===== config.mk =====
export PLATFORM = sky130hd
export DESIGN_NAME = flph_modulo
export DESIGN_NICKNAME = d
export VERILOG_FILES = /design/src/rtl/flph_pkg.sv /design/src/rtl/flph_modulo.sv
export SDC_FILE = /design/constraint.sdc
export NUM_CORES = 1
export LEC_CHECK = 0
export ABC_CLOCK_PERIOD_IN_PS = 2900
export BUFFER_PORTS_ARGS = -buffer_cell sky130_fd_sc_hd__buf_2
export CORE_UTILIZATION = 40
export CTS_CLUSTER_DIAMETER = 150
export DETAILED_ROUTE_END_ITERATION = 16
export GPL_ROUTABILITY_DRIVEN = 1
export GPL_TIMING_DRIVEN = 0
export HOLD_SLACK_MARGIN = 0.12
export SLEW_MARGIN = 25
export SYNTH_ARGS = -nofsm -noshare
export SYNTH_HDL_FRONTEND = slang
export SYNTH_SLANG_ARGS = --single-unit
export TNS_END_PERCENT = 30

===== constraint.sdc =====
create_clock -name clk -period 2.9 [get_ports clk]
set_input_delay 0.29 -clock clk [delete_from_list [all_inputs] [get_ports clk]]
set_output_delay 0.29 -clock clk [all_outputs]
set_load 0.1 [all_outputs]

===== src/rtl/flph_pkg.sv =====
// package with types, constants and a sign extension helper for the hash table unit
`default_nettype none
package flph_pkg;
    localparam int DEPTH_DEF      = 1024;
    localparam int VALUE_BITS_DEF = 32;
    localparam int SIZE_BITS      = 11;
    localparam int FP_BITS        = 31;
    localparam logic [31:0] DJB_SEED = 32'd5381;
    localparam logic [31:0] FP_MASK  = 32'h7FFF_FFFF;

    localparam logic [1:0] ST_ADDED     = 2'd0;
    localparam logic [1:0] ST_FULL      = 2'd1;
    localparam logic [1:0] ST_FOUND     = 2'd2;
    localparam logic [1:0] ST_NOT_FOUND = 2'd3;
    localparam logic       MODE_ADD     = 1'b0;
    localparam logic       MODE_FIND    = 1'b1;

    typedef struct packed {
        logic        mode;
        logic [7:0]  key_byte;
        logic        key_end;
        logic [31:0] value;
    } in_item_t;

    typedef struct packed {
        logic [1:0]  status;
        logic [9:0]  slot_index;
        logic [31:0] found_value;
    } out_item_t;

    typedef enum logic [2:0] {
        S_HASH, S_MOD, S_CLEAR, S_PROBE_RD, S_PROBE_CHK, S_OUT
    } state_t;

    // hash state handed from hasher to controller
    typedef struct packed {
        logic [31:0] bkdr;
        logic [31:0] ap;
        logic [31:0] djb;
    } hash_t;

    function automatic logic [31:0] sext8(input logic [7:0] b);
        return {{24{b[7]}}, b};
    endfunction
endpackage
`default_nettype wire


===== src/rtl/flph_modulo.sv =====
// iterative restoring remainder, one bit a cycle
`default_nettype none
module flph_modulo import flph_pkg::*; #(
    parameter int SBITS = SIZE_BITS
) (
    input  wire logic             clk,
    input  wire logic             rst_n,
    input  wire logic             start,
    input  wire logic [30:0]      dividend,
    input  wire logic [SBITS-1:0] divisor,
    output logic                  done,
    output logic      [SBITS-1:0] rem
);
    localparam int CBITS = $clog2(FP_BITS + 1);
    logic [30:0]      q_reg;
    logic [SBITS:0]   r_reg;
    logic [SBITS-1:0] d_reg;
    logic [CBITS-1:0] cnt_reg;
    logic             busy_reg;
    logic [SBITS:0]   shifted;

    assign shifted = {r_reg[SBITS-1:0], q_reg[30]};
    assign done    = busy_reg && (cnt_reg == '0);
    assign rem     = r_reg[SBITS-1:0];

    always_ff @(posedge clk or negedge rst_n)
    begin
        if (!rst_n)
        begin
            busy_reg <= 1'b0;
            cnt_reg  <= '0;
        end
        else if (start)
        begin
            busy_reg <= 1'b1;
            cnt_reg  <= CBITS'(FP_BITS);
        end
        else if (done)
            busy_reg <= 1'b0;
        else if (busy_reg)
            cnt_reg <= cnt_reg - 1'b1;
    end

    always_ff @(posedge clk)
    begin
        if (start)
        begin
            q_reg <= dividend;
            r_reg <= '0;
            d_reg <= divisor;
        end
        else if (busy_reg && cnt_reg != '0)
        begin
            q_reg <= {q_reg[29:0], 1'b0};
            if (shifted >= {1'b0, d_reg})
                r_reg <= shifted - {1'b0, d_reg};
            else
                r_reg <= shifted;
        end
    end
endmodule
`default_nettype wire


== Word level (Yosys, flattened, before mapping) ==
Cells that the tools add are included.

* Output and inout port bits: 12
* Flip-flop bits (word level): 59
* Word-level logic and storage cells: 25

* Order comparisons: 1
* Eq/ne operators: 1
* Add/sub/neg operators: 2
* Mux-type cells: 8
* Reduce and logical (&&, ||, !) cells: 8

{| class="wikitable"
|+ Operator list
! operator !! number
|-
| $mux 31 || 2
|-
| $mux 5 || 3
|-
| $ge 12x11->1 || 1
|-
| $mux 11 || 1
|-
| $sub 11x11->11 || 1
|-
| $reduce_bool 2->1 || 3
|-
| $logic_not 5->1 || 1
|-
| $reduce_bool 5->1 || 1
|-
| $sub 5x1->5 const B || 1
|-
| $logic_and 1x1->1 || 2
|-
| $mux 1 || 2
|-
| $ne 2x2->1 const B || 1
|-
| $reduce_and 2->1 || 1
|}

== Depth between registers and ports, before layout ==
* Word-level depth: 4
* Depth in mapped cells: 11
* Mapped depth without buffers: 9

== Worst setup path after synthesis ==
No wires, ideal clock.

* Path type: register -> register
* Start: register r_reg[0]
* End: register r_reg[10]
* Cell stages (with the launch flop): 11
* Path slack: -0.027 ns
* Arrival time: 2.811 ns
* Setup time: 0.116 ns
* Cell sequence: dfxtp_1 -> inv_1 -> fa_1 -> nand2b_1 -> a21o_1 -> a31oi_4 -> or2_1 -> buf_6 -> buf_12 -> o32ai_1 -> a31o_2

* Longest elaborated chain between the ends: 2
* Elaborated cells on any way between the ends: 3

{| class="wikitable"
|+ Ends and longest elaborated chain
! element !! RTL line !! text
|-
| from (decl) || flph_modulo.sv:16 || <nowiki>logic [SBITS:0] r_reg;</nowiki>
|-
| from (signal assigned) || flph_modulo.sv:56 || <nowiki>r_reg <= shifted - {1'b0, d_reg};</nowiki>
|-
| from (signal assigned) || flph_modulo.sv:58 || <nowiki>r_reg <= shifted;</nowiki>
|-
| $sub 11x11->11 / $ge 12x11->1 (equally long branches) || flph_modulo.sv:56, flph_modulo.sv:55 ||
|-
| $mux 11 (*) || flph_modulo.sv:55 || <nowiki>if (shifted >= {1'b0, d_reg})</nowiki>
|}

Mark *: on every way between the ends. The rest lies on a longest branch, timed or not.
A chain may end at the register's enable or synchronous reset.

== Final worst setup path ==
* Start: register d_reg[0]
* End: register r_reg[6]

* Longest elaborated chain between the ends: 2
* Elaborated cells on any way between the ends: 3

{| class="wikitable"
|+ Ends and longest elaborated chain
! element !! RTL line !! text
|-
| from (decl) || flph_modulo.sv:17 || <nowiki>logic [SBITS-1:0] d_reg;</nowiki>
|-
| from (signal assigned) || flph_modulo.sv:50 || <nowiki>d_reg <= divisor;</nowiki>
|-
| $sub 11x11->11 / $ge 12x11->1 (equally long branches) || flph_modulo.sv:56, flph_modulo.sv:55 ||
|-
| $mux 11 (*) || flph_modulo.sv:55 ||
|}

Marked as above.

==> impl_metrics.py <==
metrics = {
    "status": {
        "status": "completed",
    },
    "logic_synthesis": {
        "syn-num-nets": 294,
        "synth-seq-cells": 59,
        "post_synth_num_cell_types": 46,
        "synth_ff_type": "edfxtp_1",
        "avgSynthCellArea_um2": 12.7,
        "synth_area_mm2": 0.00298,
        "async_flop_share_pct": 10.2,
        "yosysSeqAreaShare_pct": 54.7,
        "synth_cells": 235,
        "yosys_warnings": 0,
        "synth_edf_count": 42,
    },
    "worst_setup_path": {
        "cp_slowest_cell": "fa_1",
        "crit_buf_inv": 2,
        "cp_top_family": "adder cells",
        "crit_fanout": 10,
        "critPathKind": "flop to flop",
        "worst_setup_path_start_kind": "flop",
        "worstPathArrival_ps": 2710,
        "required_ps": 3100,
        "path_cells": "ha_1 -> fa_1 -> nand2b_1 -> a21o_1 -> a31oi_4 -> or2_1 -> buf_6 -> buf_12 -> mux2i_1 -> a211oi_1",
        "cp_slowest_stage_delay_ps": 410,
        "crit_path_end_kind": "flop",
    },
    "placement": {
        "place_congestion": 0.781,
        "hpwl_mm": 4.05,
        "io_buffers": 56,
    },
    "routing": {
        "dr_wl_met3_um": 310,
        "first_iter_violations": 97,
        "wl_met1_mm": 2.96,
        "dr.max_layer_used": "met4",
        "drc_errors": 0,
        "ant_nets": 0,
        "first_pass_iters": 4,
        "wl_met2_mm": 2.73,
        "vias": 2060,
        "drt_wl_total_mm": 6.09,
        "routed_via_density": 4.93,
        "avgRoutedWirePerCell_um": 14.6,
    },
    "grt": {
        "gr-usage-all-layers_pct": 17.3,
        "grt_max_degree": 20,
        "grt_first_pass_wirelength_mm": 9.89,
        "overflow": 0,
        "antenna_found_initial": 0,
        "grt_pass1_vias": 2076,
    },
    "floorplanning": {
        "start_util_pct": 41.3,
        "die_w_um": 88.3,
        "io_pins": 57,
        "die_h_um": 88.3,
        "core-area_mm2": 0.00721,
        "dieArea_mm2": 0.00780,
        "rows": 31,
    },
    "cts": {
        "cts_made_buffers": 9,
        "post-cts-setup-buffers": 0,
        "cts-root-buf": "clkbuf_8",
        "cts.clk_slew.worst_paths_ps": 70,
        "cts_tree": "built",
        "insertion_delay_ps": 340,
        "cts_htree_levels": 3,
        "clock_path_buffers": 2,
        "cts_resized": 0,
        "clock_sinks": 59,
    },
    "power": {
        "vdd_drop_max_mv": 0.289,
        "leakage_nw": 1.56,
        "power_density_mw_per_mm2": 733,
    },
    "job": {
        "maxCapViolations": 0,
    },
    "final_layout": {
        "largest_reg_flops": 31,
        "mostFrequentLayoutCells": "buf_2 (56), edfxtp_1 (42), mux2_2 (30)",
        "fin_nets": 373,
        "synthToLayoutAreaGrowth_pct": 25.3,
        "final_common_cell": "buf_2",
        "drive_gt1_share_pct": 34.2,
        "antenna_cells": 0,
    },
    "worst_hold_path": {
        "hold_path_class": "primary input to flop",
    },
    "timing": {
        "rsz0062_at_grt": "no",
        "worst_pin_slew_ps": 569,
        "finalCritPeriodShare_pct": 86.6,
        "slew_headroom_pct": 61.7,
        "fmax_mhz": 398,
        "drv_slew": 0,
        "final-setup-viol-count": 0,
        "fin_worst_skew_ps": 10.9,
        "hold_viol": 0,
        "fin_hold_ws_ps": 150,
        "setup_tns_ps": 0,
        "period_needed_ps": 2510,
    },
}
## per-stage QoR
step                cells  setup slack [ps]  utilization (%)  power [W]  cell area, um2
global route          418               203             51.8    0.00288            3730
floorplan             235              59.3                -    0.00176            2980
detailed placement    391               427             47.4    0.00192            3420
CTS                   416               401             51.5    0.00276            3710
finish                418               387             51.8    0.00274            3730
global placement      390               138             46.9    0.00192            3390
## worst register-to-register path: stages, from the launching register on
cell	delay (ps)
edfxtp_1	380
ha_1	230
fa_1	410
nand2b_1	180
a21o_1	220
a31oi_4	240
or2_1	170
buf_6	120
buf_12	130
mux2i_1	210
a211oi_1	90
## timing repair
action,4_1_cts,5_1_grt
endpoints found under the hold margin,14,2
hold buffers,9,2
endpoints found under the setup margin,0,0
## path summary, 6_finish.rpt
path / end / slack [ps] / cells past startpoint / from
worst max-delay path: r_reg[6] / 390 / 10 / d_reg[0]
worst min-delay path: d_reg[1] / 150 / 1 / divisor[1]
worst max register to register: r_reg[6] / 390 / 10 / d_reg[0]
worst min register to register: cnt_reg[1] / 520 / 1 / cnt_reg[1]
max in group asynchronous: busy_reg / 2440 / 2 / rst_n
min in group asynchronous: cnt_reg[0] / 300 / 2 / rst_n
## cell usage after synthesis (3+ instances only)
master	instances	area share (%)
a21o_1	3	0.76
nor2_1	16	2.0
dfxtp_1	11	7.4
nand2b_1	8	1.7
mux2_2	30	11
xor2_1	3	0.88
nand3_1	3	0.50
mux2i_1	6	2.0
a211o_1	3	0.88
buf_1	3	0.38
clkbuf_1	4	0.50
a21oi_1	8	1.3
a211oi_1	9	2.3
nor3_1	3	0.50
xnor2_1	7	2.1
a31oi_1	3	0.63
o211ai_1	3	0.76
ha_1	13	5.5
edfxtp_1	42	42
inv_1	17	2.1
nand2_1	3	0.38
dfrtp_1	6	5.0
## metal layers
| metal | vias to the layer above | track usage (%) |
|---|---|---|
| li1 | 1031 | - |
| met1 | 983 | 22.3 |
| met2 | 39 | 26.6 |
| met3 | 7 | 6.34 |
| met4 | 0 | 6.45 |
| met5 | - | 0 |
## power breakdown
group	switching, W	internal (W)	total [W]
Clock	0.000339	0.000477	0.000816
Combinational	0.000541	0.000316	0.000857
Sequential	0.0000572	0.00101	0.00106
Total	0.000937	0.00180	0.00274
## logic make-up after synthesis
| group | count (synthesis) | share of synthesized area [%] |
|---|---|---|
| AOI/OAI and AO/OA | 42 | 10.3 |
| buffers and inverters | 26 | 4.07 |
| xor gates and xnor gates | 10 | 2.94 |
| muxes | 36 | 13.3 |
| and+or+nand+nor | 48 | 8.48 |
| adders and majority gates | 14 | 6.13 |
| DFF | 59 | 54.7 |
## layout make-up
cell class / count / area, um2
plain buffers: 9 / 57.6
repair buffers: 68 / 418
inverters: 17 / 63.8
clock buffers: 10 / 128
multi-input cells: 150 / 1230
flip-flops and latches: 59 / 1630
fillers: 686 / 3480
well taps: 99 / 124
clock inverters: 6 / 80.1
Note: power is estimated with default switching activity, not from simulation.
