`src/rtl/flph_pkg.sv`:
```
// package with types, constants and a sign extension helper for the hash table unit
`default_nettype none
package flph_pkg;
    localparam int DEPTH_DEF      = 1024;
    localparam int VALUE_BITS_DEF = 32;
    localparam int SIZE_BITS      = 11;
    localparam int FP_BITS        = 31;
    localparam logic [31:0] DJB_SEED = 32'd5381;
    localparam logic [31:0] FP_MASK  = 32'h7FFF_FFFF;

    localparam logic [1:0] ST_ADDED     = 2'd0;
    localparam logic [1:0] ST_FULL      = 2'd1;
    localparam logic [1:0] ST_FOUND     = 2'd2;
    localparam logic [1:0] ST_NOT_FOUND = 2'd3;
    localparam logic       MODE_ADD     = 1'b0;
    localparam logic       MODE_FIND    = 1'b1;

    typedef struct packed {
        logic        mode;
        logic [7:0]  key_byte;
        logic        key_end;
        logic [31:0] value;
    } in_item_t;

    typedef struct packed {
        logic [1:0]  status;
        logic [9:0]  slot_index;
        logic [31:0] found_value;
    } out_item_t;

    typedef enum logic [2:0] {
        S_HASH, S_MOD, S_CLEAR, S_PROBE_RD, S_PROBE_CHK, S_OUT
    } state_t;

    // hash state handed from hasher to controller
    typedef struct packed {
        logic [31:0] bkdr;
        logic [31:0] ap;
        logic [31:0] djb;
    } hash_t;

    function automatic logic [31:0] sext8(input logic [7:0] b);
        return {{24{b[7]}}, b};
    endfunction
endpackage
`default_nettype wire

```
`src/rtl/flph_hasher.sv`:
```
// running bkdr, ap and djb hashes over key bytes
`default_nettype none
module flph_hasher import flph_pkg::*; (
    input  wire logic       clk,
    input  wire logic       rst_n,
    input  wire logic       step,
    input  wire logic [7:0] key_byte,
    input  wire logic       key_end,
    output hash_t           hash_next
);
    hash_t       hash_reg;
    logic        parity_reg;
    logic [31:0] c;
    logic [31:0] ap;

    always_comb
    begin
        c  = sext8(key_byte);
        ap = hash_reg.ap;
        hash_next.bkdr = hash_reg.bkdr * 32'd131 + c;
        if (!parity_reg)
            hash_next.ap = ap ^ ((ap << 7) ^ c ^ (ap >> 3));
        else
            hash_next.ap = ap ^ ~((ap << 11) ^ c ^ (ap >> 5));
        hash_next.djb = hash_reg.djb + (hash_reg.djb << 5) + c;
    end

    always_ff @(posedge clk or negedge rst_n)
    begin
        if (!rst_n)
        begin
            hash_reg   <= '{bkdr: '0, ap: '0, djb: DJB_SEED};
            parity_reg <= 1'b0;
        end
        else if (step)
        begin
            if (key_end)
            begin
                hash_reg   <= '{bkdr: '0, ap: '0, djb: DJB_SEED};
                parity_reg <= 1'b0;
            end
            else
            begin
                hash_reg   <= hash_next;
                parity_reg <= ~parity_reg;
            end
        end
    end
endmodule
`default_nettype wire

```
`config.mk`:
```
export PLATFORM = sky130hd
export DESIGN_NAME = flph_hasher
export DESIGN_NICKNAME = d
export VERILOG_FILES = /design/src/rtl/flph_pkg.sv /design/src/rtl/flph_hasher.sv
export SDC_FILE = /design/constraint.sdc
export NUM_CORES = 1
export LEC_CHECK = 0
export ABC_AREA = 1
export BUFFER_PORTS_ARGS = -buffer_cell sky130_fd_sc_hd__buf_2
export CAP_MARGIN = 20
export CELL_PAD_IN_SITES_DETAIL_PLACEMENT = 0
export CELL_PAD_IN_SITES_GLOBAL_PLACEMENT = 2
export CORE_ASPECT_RATIO = 1.2
export CORE_MARGIN = 2
export CORE_UTILIZATION = 30
export DETAILED_ROUTE_END_ITERATION = 10
export PLACE_DENSITY_LB_ADDON = 0.1
export SLEW_MARGIN = 10
export SYNTH_ARGS = -nofsm -noshare
export SYNTH_HDL_FRONTEND = slang
export SYNTH_SLANG_ARGS = --single-unit
```
`constraint.sdc`:
```
create_clock -name clk -period 3.51 [get_ports clk]
set_input_delay 0 -clock clk [delete_from_list [all_inputs] [get_ports clk]]
set_output_delay 0 -clock clk [all_outputs]
set_load 0.01 [all_outputs]
```
# Yosys cells after proc, flatten, opt, wreduce, memory -nomap -nowiden
# Cells that the tools add are included.
# classes
multipliers	1
n_addsub	3
bitwise	8
n_mux	3
# op_table
cell	count
32-bit XOR	4
32-bit adder	3
96-bit 2-to-1 mux	1
32-bit by 8-bit multiplier with 32-bit output, second input constant	1
32-bit 2-to-1 mux	1
32-bit NOT	1
32-bit by 27-bit XOR with 32-bit output	1
32-bit by 29-bit XOR with 32-bit output	1
1-bit 2-to-1 mux	1
1-bit NOT	1
# totals
wordCells	19
register_bits	97
out_inout_bits	96
in_bits	12

# Logic depth before layout (Yosys ltp)
# Gate-level depths: netlist of run 1.
# depth
ltp_word	6
depth_mapped	23
ltp_nobuf	21

# Worst setup path after synthesis of run 1
# Ideal clock, no wire load.
# synth_timing
kind	input port to flip-flop
from	input port key_byte[7]
to	register hash_reg[82] in the netlist's numbering
path_buffers	2
t_arrival_ps	3318
setup_slack_ps	127
t_required_ps	3444
path_stages	20
setup_ps	66
cell_sequence	buf_6 inv_4 buf_6 fa_1 inv_1 ha_1 ha_1 inv_1 fa_1 inv_1 ha_1 nand2_1 nor2_1 inv_1 nor2_1 nor2_1 nand2_1 xor2_1 nand2_1 nand2_1
# synth_lines
item	line	text
start, declared	flph_hasher.sv:7	input wire logic [7:0] key_byte,
end signal, assigned	flph_hasher.sv:32	hash_reg <= '{bkdr: '0, ap: '0, djb: DJB_SEED};
end signal, assigned	flph_hasher.sv:39	hash_reg <= '{bkdr: '0, ap: '0, djb: DJB_SEED};
end signal, assigned	flph_hasher.sv:44	hash_reg <= hash_next;
end, declared	flph_hasher.sv:11	hash_t hash_reg;

==> results of run 1 <==
## final cells by class
cell class	count	area share
Clock inverter	7	0.00308
Clock buffer	9	0.0126
Multi-Input combinational cell	1295	0.577
Sequential cell	97	0.136
Tap cell	546	0.0382
Inverter	457	0.0974
Timing Repair Buffer	312	0.135
## worst register-to-register path, stage by stage (launching register included)
cell      delay (ps)
dfrtp_1          370
inv_2             60
fa_1             500
inv_1             40
ha_1             270
ha_1             300
inv_2             40
fa_1             480
inv_2             50
ha_4             250
buf_6            130
nand2_4           50
nand2_2           50
a21oi_2          150
buf_4            150
o21bai_4          80
nand2_2          110
nand4_1          110
buf_4            150
buf_4            120
buf_6            100
nand3_2           50
nand2_1           70
## cells by family after synthesis
| group | after synthesis | synth area share |
|---|---|---|
| flip-flops | 97 | 0.191 |
| buffers and inverters | 493 | 0.149 |
| AO/OA/AOI/OAI | 155 | 0.0708 |
| AND/OR/NAND/NOR | 843 | 0.275 |
| adder cells (fa/ha/maj) | 205 | 0.249 |
| XOR/XNOR | 92 | 0.0645 |
## how the worst max path moves through the flow
stage	to	slack, ps
finish	hash_next[86]	-450
global route	hash_next[86]	-600
CTS	hash_next[86]	-480
detailed placement	hash_next[86]	-550
global placement	hash_next[86]	-480
floorplan	hash_reg[82]	130
## stage by stage
step / hold WS, ps / cell area [sq um] / util / TNS [ps] / setup slack, ps
2_1_floorplan: -296 / 12700 / - / 0 / 127
3_3_place_gp: 164 / 14800 / 0.353 / -11300 / -483
3_5_place_dp: 174 / 14800 / 0.353 / -12070 / -549
4_1_cts: 72.0 / 16600 / 0.396 / -10120 / -482
5_1_grt: 98.9 / 17900 / 0.427 / -15050 / -598
6_report: 87.6 / 17900 / 0.427 / -8850 / -454
## metal layers
metal / GRT usage / vias up / wire (microns)
li1: - / 6265 / -
met3: 0.0195 / 55 / 763
met4: 0.0809 / 0 / 1440
met2: 0.432 / 139 / 26400
met1: 0.251 / 5885 / 19400
met5: 0 / - / 0
## repair_timing
item | in CTS | in global routing
hold endpoints to repair | 49 | 0
hold buffers | 1 | 0
resized for setup | 299 | 251
buffers inserted | 50 | 44
endpoints found under the setup margin | 47 | 50
pin swaps | 98 | 143
## cell usage in the layout, fill, tap and decap left out, types with 5 or more instances in the layout
cell type  netlist  layout
nor2_4           0      25
dfstp_2          5       5
o211ai_1         5       5
and2_1          32      20
buf_2            8      88
inv_1          456     380
nand3_4          0      13
ha_1           124      78
nand2_1        551     433
nor2_1          97      68
a21oi_1         37      21
clkbuf_16        0       9
nand3_2          0      25
a21oi_2          0       8
ha_4             0      43
xor2_2           2       5
nand3_1        120      82
inv_2            0      67
dfrtp_1         92      92
nor3_1          12       6
nand2_4          0      37
o21ai_0         56      46
and2_4           0      12
buf_6            4      61
nand2_2          6      84
o21ai_1         11      14
o21ai_2          1       8
inv_4            1       9
nand4_1         13      13
o22ai_1         12       9
nor3_4           0       6
buf_4            0     156
fa_1            81      80
xor2_1          64      60
xnor2_1         26      21
nand3b_1        11      11
o21bai_1        18      16
a22o_1           8       8
a21oi_4          0       8
buf_12           0       5
==> summary.md, run 1 <==
| Metric | Value |
|---|---|
| I/O Buffers | `107` |
| Post-synth net total | `between 2000 and 2500` |
| Fmax | `around 250 MHz` |
| Reg-to-Reg End | `hash_reg[89]` |
| Placer Congestion | `approximately 0.92` |
| CP endpoint kind | `output port` |
| Synth area leaders | `dfrtp_1 18%, nand2_1 16%, inv_1 13%, fa_1 13%, ha_1 12%` |
| Cells after Synth | `roughly 1900` |
| Number of synthesized flops with an enable pin | `0` |
| TritonCTS buffer count | `9` |
| Chip Height | `between 200 and 250 microns` |
| Gr ovfl total | `0` |
| Sequential fraction of the synthesis area | `0.191` |
| CTS root buf | `clkbuf_16` |
| FILL cells | `roughly 4400` |
| Flop-to-flop setup slack | `-260 ps` |
| Final antenna-violating net count | `0` |
| Die width | `between 150 and 200 microns` |
| Min-Delay Startpoint | `key_byte[0]` |
| Area occupied by registers | `between 2000 and 2500 sq um` |
| Initial antenna violation count | `0` |
| Crit path DAT | `between 3000 and 4000 ps` |
| Layout cell share with drive strength beyond 1 | `0.324` |
| Initial Utilization | `0.304` |
| Final period utilization | `1.13` |
| Final Non-Filler Cells | `approximately 2700` |
| FF-to-FF Start | `hash_reg[73]` |
| Clock Latency Late Sink | `about 400 ps` |
| R2r worst-path depth | `22` |
| Ys async rst share | `1.00` |
| FF+latch count, synth | `between 90 and 100` |
| Status | `finished with violations` |
| Post-synth top area cell | `dfrtp_1` |
| # rows | `a little over 80` |
| Hold Path Class | `in2reg` |
| Synthesized area | `12700 sq um` |
| Post-DP HPWL | `approximately 38000 microns` |
| Synth top area share | `0.181` |
| Largest net degree at the start of global routing | `53` |
| TritonRoute pass-1 iters | `4` |
| GRT Util Overall | `0.224` |
| Startpoint types | `flop` |
| Clock sinks | `97` |
| Post-layout minimum cycle time | `3960 ps` |
| Relative slew slack | `0.411` |
| Vias | `12300` |
| Slowest stage delay, CP | `about 520 ps` |
| Violated checks | `negative setup slack` |
| WL/cell | `about 18 microns` |
| Number of synthesis warnings | `0` |
| CP Class | `reg2out` |
| WL final | `about 48000 microns` |
| Top Family by Delay on Critical Path | `adder cells` |
| Area occupied by multi-input gates | `a little over 10000 sq um` |
| Nets@finish | `between 2000 and 2500` |
| DRC viols | `0` |
| Crit path max fanout | `3` |
| Final setup fails | `37` |
| Reg clk slew, reported paths | `about 80 ps` |
| Worst EP required | `3510 ps` |
| First-pass GRT wire length | `~74000 microns` |
| Crit path depth | `19` |
| Die area | `44100 sq um` |
| Initial DRC count | `around 450` |
| Placed Instances | `approximately 2600` |
| Synth unique cells | `33` |
| Synth cell count leaders | `551 x nand2_1, 456 x inv_1, 124 x ha_1` |
| TritonCTS clock tree | `done` |
| Vias in the first global route | `~13000` |
| Area growth, synth to finish | `40.6%` |
| Hold Crit Depth | `3` |
| Ant diodes | `0` |
| Fin worst setup slack | `-454 ps` |
| Count of buffer and inverter cells on the critical path | `8` |
| Most numerous cell in the Yosys netlist | `nand2_1` |
| Max Cap Viol | `0` |
| Worst path slowest cell | `fa_1` |
| Mean Syn Cell Area | `around 6.7 sq um` |
| Crit. Startpoint | `hash_reg[77]` |
| Max Slew Vio Count | `0` |
| H-tree depth | `3` |
| Worst slew pin tran | `883 ps` |
| Final count of hold timing violations | `0` |
| CP dominant cell by count | `inv_2` |
| IO Count | `~110` |
| Clk buf depth | `2` |
| Via/cell ratio | `between 4 and 5` |
| Flip-flop count of the largest register after layout | `between 60 and 70` |
| Hold Path End | `hash_reg[0]` |
| Final clock skew | `11.5 ps` |
| Main flop type after synthesis | `dfrtp_1` |
| RSZ-0062 raised after global routing | `yes` |
| Worst-path cell chain | `inv_2 > fa_1 > inv_2 > ha_4 > ha_4 > inv_2 > fa_1 > inv_2 > ha_4 > buf_6 > nand2_4 > inv_4 > a21oi_4 > nand3_4 > buf_8 > nand3_4 > nand3b_1 > and2_4 > buf_6` |
| Core footprint | `~42000 sq um` |
Power of run 1 is left out: the tool's default activity adds up to more than one toggle a clock period on the data nets, which glitch-free logic cannot reach.
==> run 2: changes to the inputs <==
--- a/config.mk
+++ b/config.mk
@@ -14,7 +14,8 @@
 export CORE_MARGIN = 2
 export CORE_UTILIZATION = 30
 export DETAILED_ROUTE_END_ITERATION = 10
-export PLACE_DENSITY_LB_ADDON = 0.1
+export PLACE_DENSITY_LB_ADDON = 0.12
+export SKIP_LAST_GASP = 1
 export SLEW_MARGIN = 10
 export SYNTH_ARGS = -nofsm -noshare
 export SYNTH_HDL_FRONTEND = slang
==> run 2 against run 1 <==
Net effect: the flow still finishes with violations (negative setup slack); global-route usage down 0.43 points; die area unchanged; setup slack better by 7.8 ps; sequential share of layout area up 0.069 points; worst hold slack worse by 43 ps.
==> summary.md, run 2 (synthesized netlist as in run 1, its figures left out) <==
| Metric | Value |
|---|---|
| Status | `finished with violations` |
| Violated checks | `negative setup slack` |
| Nets@finish | `between 2000 and 2500` |
| TritonCTS buffer count | `9` |
| Post-DP Area | `roughly 15000 sq um` |
| FILL cells | `4484` |
| Commonest non-fill, non-tap cell in the layout | `nand2_1` |
| Fin worst setup slack | `-446 ps` |
| I/O Buffers | `~110` |
| Reg clk slew, reported paths | `approximately 80 ps` |
| Clk buf depth | `2` |
| Placer Congestion | `0.912` |
| Max Slew Vio Count | `0` |
| # rows | `82` |
| Final antenna-violating net count | `0` |
| Hold Crit Depth | `5` |
| Layout cell share with drive strength beyond 1 | `0.317` |
| Final setup fails | `35` |
| Final count of hold timing violations | `0` |
| TNS Setup | `-8190 ps` |
| Hold_ws | `about 45 ps` |
| Met2 wire len | `25700 microns` |
| DRC viols | `0` |
| Area growth, synth to finish | `39.9%` |
| Crit path DAT | `about 4000 ps` |
| Fmax | `approximately 250 MHz` |
| Core footprint | `around 42000 sq um` |
| Chip Height | `between 200 and 250 microns` |
| Initial antenna violation count | `0` |
| Commonest cells after routing, fill and taps aside | `447 x nand2_1, 367 x inv_1, 155 x buf_4` |
| Die width | `approximately 190 microns` |
| Crit path max fanout | `4` |
| Startpoint types | `flop` |
| Hold Path Class | `in2reg` |
| Top sig layer | `met4` |
| Vias in the first global route | `about 13000` |
| Post-layout minimum cycle time | `between 3000 and 4000 ps` |
| Post-route cell area | `between 15000 and 20000 sq um` |
| Clock sinks | `97` |
| Worst EP required | `between 3000 and 4000 ps` |
| Final clock skew | `~10 ps` |
| TritonCTS clock tree | `done` |
| Clock Latency Late Sink | `between 300 and 400 ps` |
| IO Count | `around 110` |
| Via/cell ratio | `4.57` |
| WL/cell | `roughly 18 microns` |
| First-pass GRT wire length | `between 70000 and 80000 microns` |
| Die area | `about 44000 sq um` |
| CTS root buf | `clkbuf_16` |
| Vias | `between 10000 and 15000` |
| Pre-CTS setup slack | `-459 ps` |
| Initial DRC count | `386` |
| Post-DP HPWL | `37700 microns` |
| Initial Utilization | `0.304` |
| Worst slew pin tran | `around 800 ps` |
| CP Class | `reg2out` |
| Flip-flop count of the largest register after layout | `64` |
| M1 WL | `19000 microns` |
| Largest net degree at the start of global routing | `54` |
| Max Cap Viol | `0` |
| R2r worst-path depth | `19` |
| Ant diodes | `0` |
| H-tree depth | `3` |
| Routed met3 length | `between 900 and 1000 microns` |
| Gr ovfl total | `0` |
| CP endpoint kind | `output port` |
| GRT Util Overall | `0.219` |
| TritonRoute pass-1 iters | `5` |
| RSZ-0062 raised after global routing | `yes` |
| Final period utilization | `1.13` |
| Relative slew slack | `0.464` |
| WL final | `47400 microns` |
==> run 2: final cells by class <==
class,instances,area [sq um],share of cell area
clock inverter,5,85.1,0.00478
timing repair buffer,297,2220,0.125
sequential,97,2430,0.137
clock buffer,11,253,0.0142
inverter,457,1750,0.0982
tap,546,683,0.0384
multi-input combinational,1295,10400,0.583
==> run 2: what timing repair did <==
item	in CTS	in global routing
gates cloned	0	0
gates resized for setup	211	325
endpoints found under the hold margin	49	0
setup endpoints to repair	48	50
buffers inserted	26	38
pin swaps	51	115
hold buffers	2	0
==> run 2: through the flow <==
| step | cells | util |
|---|---|---|
| final | 2708 | 0.425 |
| after detailed placement | 2631 | 0.353 |
| after global placement | 2631 | 0.353 |
| after CTS | 2675 | 0.387 |
| after global routing | 2708 | 0.425 |
| after floorplan | 1885 | - |
==> run 2: final timing paths <==
kind,startpoint,to,slack [ps]
max,hash_reg[73],hash_next[84],-450
min,step,hash_reg[74],40
max reg2reg,hash_reg[73],hash_reg[84],-290
min reg2reg,hash_reg[92],hash_reg[92],500
max in group asynchronous,rst_n,hash_reg[8],2420
min in group asynchronous,rst_n,hash_reg[88],180
==> run 2: worst max-delay path, cell delays in order, from the launching register on <==
cell	delay, ps
dfrtp_1	360
inv_2	70
fa_1	520
inv_2	50
ha_4	210
ha_4	270
inv_2	40
fa_1	530
inv_2	50
ha_4	320
nand2_4	100
nor2_4	150
buf_4	120
nand4_1	240
nand4_1	260
and2_4	190
buf_6	90
==> run 2: metal layers <==
| metal | GRT usage | up-vias |
|---|---|---|
| li1 | - | 6247 |
| met1 | 0.248 | 5937 |
| met2 | 0.413 | 140 |
| met3 | 0.0253 | 64 |
| met4 | 0.0871 | 0 |
| met5 | 0 | - |
Power of run 2 is left out for the same reason.
==> run 3: changes to the inputs <==
--- a/config.mk
+++ b/config.mk
@@ -14,7 +14,7 @@
 export CORE_MARGIN = 2
 export CORE_UTILIZATION = 30
 export DETAILED_ROUTE_END_ITERATION = 10
-export PLACE_DENSITY_LB_ADDON = 0.12
+export PLACE_DENSITY_LB_ADDON = 0.1
 export SKIP_LAST_GASP = 1
 export SLEW_MARGIN = 10
 export SYNTH_ARGS = -nofsm -noshare
==> run 3 against run 2 <==
Net effect: the flow still finishes with violations (negative setup slack); critical path type unchanged; core utilization barely moved; cell count increased by 0.33%; highest routed layer unchanged; flip-flop and latch count unchanged; non-clock buffer count up 9.
==> summary.md, run 3 (synthesized netlist as in run 1, its figures left out) <==
| Metric | Value |
|---|---|
| Clock Latency Late Sink | `~400 ps` |
| Pre-CTS setup slack | `-549 ps` |
| RSZ-0062 raised after global routing | `yes` |
| Final period utilization | `1.13` |
| Die width | `192 microns` |
| Relative slew slack | `0.411` |
| DRC viols | `0` |
| Final clock skew | `roughly 12 ps` |
| Initial Utilization | `0.304` |
| Post-layout minimum cycle time | `3960 ps` |
| Fin worst setup slack | `-450 ps` |
| Chip Height | `230 microns` |
| I/O Buffers | `about 110` |
| Final count of hold timing violations | `0` |
| TritonRoute pass-1 iters | `4` |
| Core footprint | `41900 sq um` |
| Clock sinks | `97` |
| Vias | `about 12000` |
| Hold Crit Depth | `3` |
| CTS root buf | `clkbuf_16` |
| Post-layout util | `0.425` |
| Post-DP HPWL | `38100 microns` |
| Final setup fails | `35` |
| Crit path DAT | `3960 ps` |
| Flip-flop count of the largest register after layout | `64` |
| CP Class | `reg2out` |
| First-pass GRT wire length | `~74000 microns` |
| Nets@finish | `roughly 2400` |
| Violated checks | `negative setup slack` |
| Commonest cells after routing, fill and taps aside | `438 x nand2_1, 376 x inv_1, 152 x buf_4` |
| Worst slew pin tran | `about 880 ps` |
| Area growth, synth to finish | `39.9%` |
| CP endpoint kind | `output port` |
| Crit path max fanout | `3` |
| Commonest non-fill, non-tap cell in the layout | `nand2_1` |
| Hold Path Class | `in2reg` |
| WL/cell | `approximately 18 microns` |
| Placer Congestion | `approximately 0.92` |
| Clk buf depth | `2` |
| GRT Util Overall | `0.223` |
| FILL cells | `approximately 4400` |
| # rows | `about 80` |
| TritonCTS buffer count | `9` |
| TritonCTS clock tree | `done` |
| Largest net degree at the start of global routing | `53` |
| Gr ovfl total | `0` |
| Ant diodes | `0` |
| Max Cap Viol | `0` |
| Status | `finished with violations` |
| Vias in the first global route | `between 10000 and 15000` |
| WL final | `between 40000 and 50000 microns` |
| Initial antenna violation count | `0` |
| Reg clk slew, reported paths | `around 80 ps` |
| Initial DRC count | `around 440` |
| Worst EP required | `3510 ps` |
| Max Slew Vio Count | `0` |
| Layout cell share with drive strength beyond 1 | `0.322` |
| Via/cell ratio | `around 4.5` |
| Final antenna-violating net count | `0` |
| Die area | `about 44000 sq um` |
| H-tree depth | `3` |
| Startpoint types | `flop` |
| R2r worst-path depth | `22` |
| Fmax | `between 200 and 300 MHz` |
| IO Count | `about 110` |
[run 3: cell count changes in the layout (fill, tap and decap cells not counted), moves of 5 or more]
cell / previous run / this run
ha_4: 51 / 46
nand2_1: 447 / 438
buf_6: 47 / 57
inv_1: 367 / 376
nand2_2: 69 / 80
inv_2: 79 / 69
[run 3: what timing repair did]
action | CTS | global route
buffers inserted | 50 | 39
endpoints found under the hold margin | 49 | 0
resized for setup | 276 | 264
hold buffers | 1 | 0
pin swaps | 96 | 135
setup endpoints to repair | 47 | 50
[run 3: worst paths after layout]
kind	startpoint	end	slack [ps]
worst min-delay path	key_byte[0]	hash_reg[0]	90
worst max register to register	hash_reg[85]	hash_reg[89]	-280
worst min register to register	hash_reg[92]	hash_reg[92]	500
min in group asynchronous	rst_n	hash_reg[89]	270
worst max-delay path	hash_reg[77]	hash_next[86]	-450
max in group asynchronous	rst_n	hash_reg[8]	2380
[run 3: final cells by class]
| cell class | instances | area, sq um | share of cell area |
|---|---|---|---|
| inverters | 457 | 1750 | 0.0981 |
| clock buffers | 9 | 225 | 0.0127 |
| repair buffers | 306 | 2340 | 0.132 |
| well taps | 546 | 683 | 0.0384 |
| clock inverters | 7 | 55.1 | 0.00309 |
| multi-input cells | 1295 | 10300 | 0.579 |
| flip-flops and latches | 97 | 2430 | 0.137 |
[run 3: worst max-delay path: stages (launching register included)]
cell,delay (ps)
dfrtp_1,360
inv_2,70
fa_1,520
inv_2,50
ha_4,220
ha_4,260
inv_2,30
fa_1,510
inv_2,50
ha_4,220
buf_6,130
nand2_4,80
inv_4,50
a21oi_4,220
nand3_4,120
buf_8,160
nand3_4,60
nand3b_1,150
and2_4,210
buf_6,110
[run 3: stage by stage]
stage | instances | cell area, sq um | hold WS [ps] | setup TNS, ps
floorplan | 1885 | 12700 | -296 | 0
global placement | 2630 | 14800 | 164 | -11300
detailed placement | 2630 | 14800 | 174 | -12070
CTS | 2691 | 16500 | 72.0 | -10450
global route | 2717 | 17800 | 98.9 | -14410
finish | 2717 | 17800 | 94.2 | -8280
[run 3: layer usage]
layer / track usage / up-vias / routed length [microns]
li1: - / 6263 / -
met1: 0.250 / 5869 / 19200
met2: 0.430 / 139 / 26500
met3: 0.0193 / 61 / 778
met4: 0.0830 / 0 / 1530
met5: 0 / - / 0
Power of run 3 is left out for the same reason.
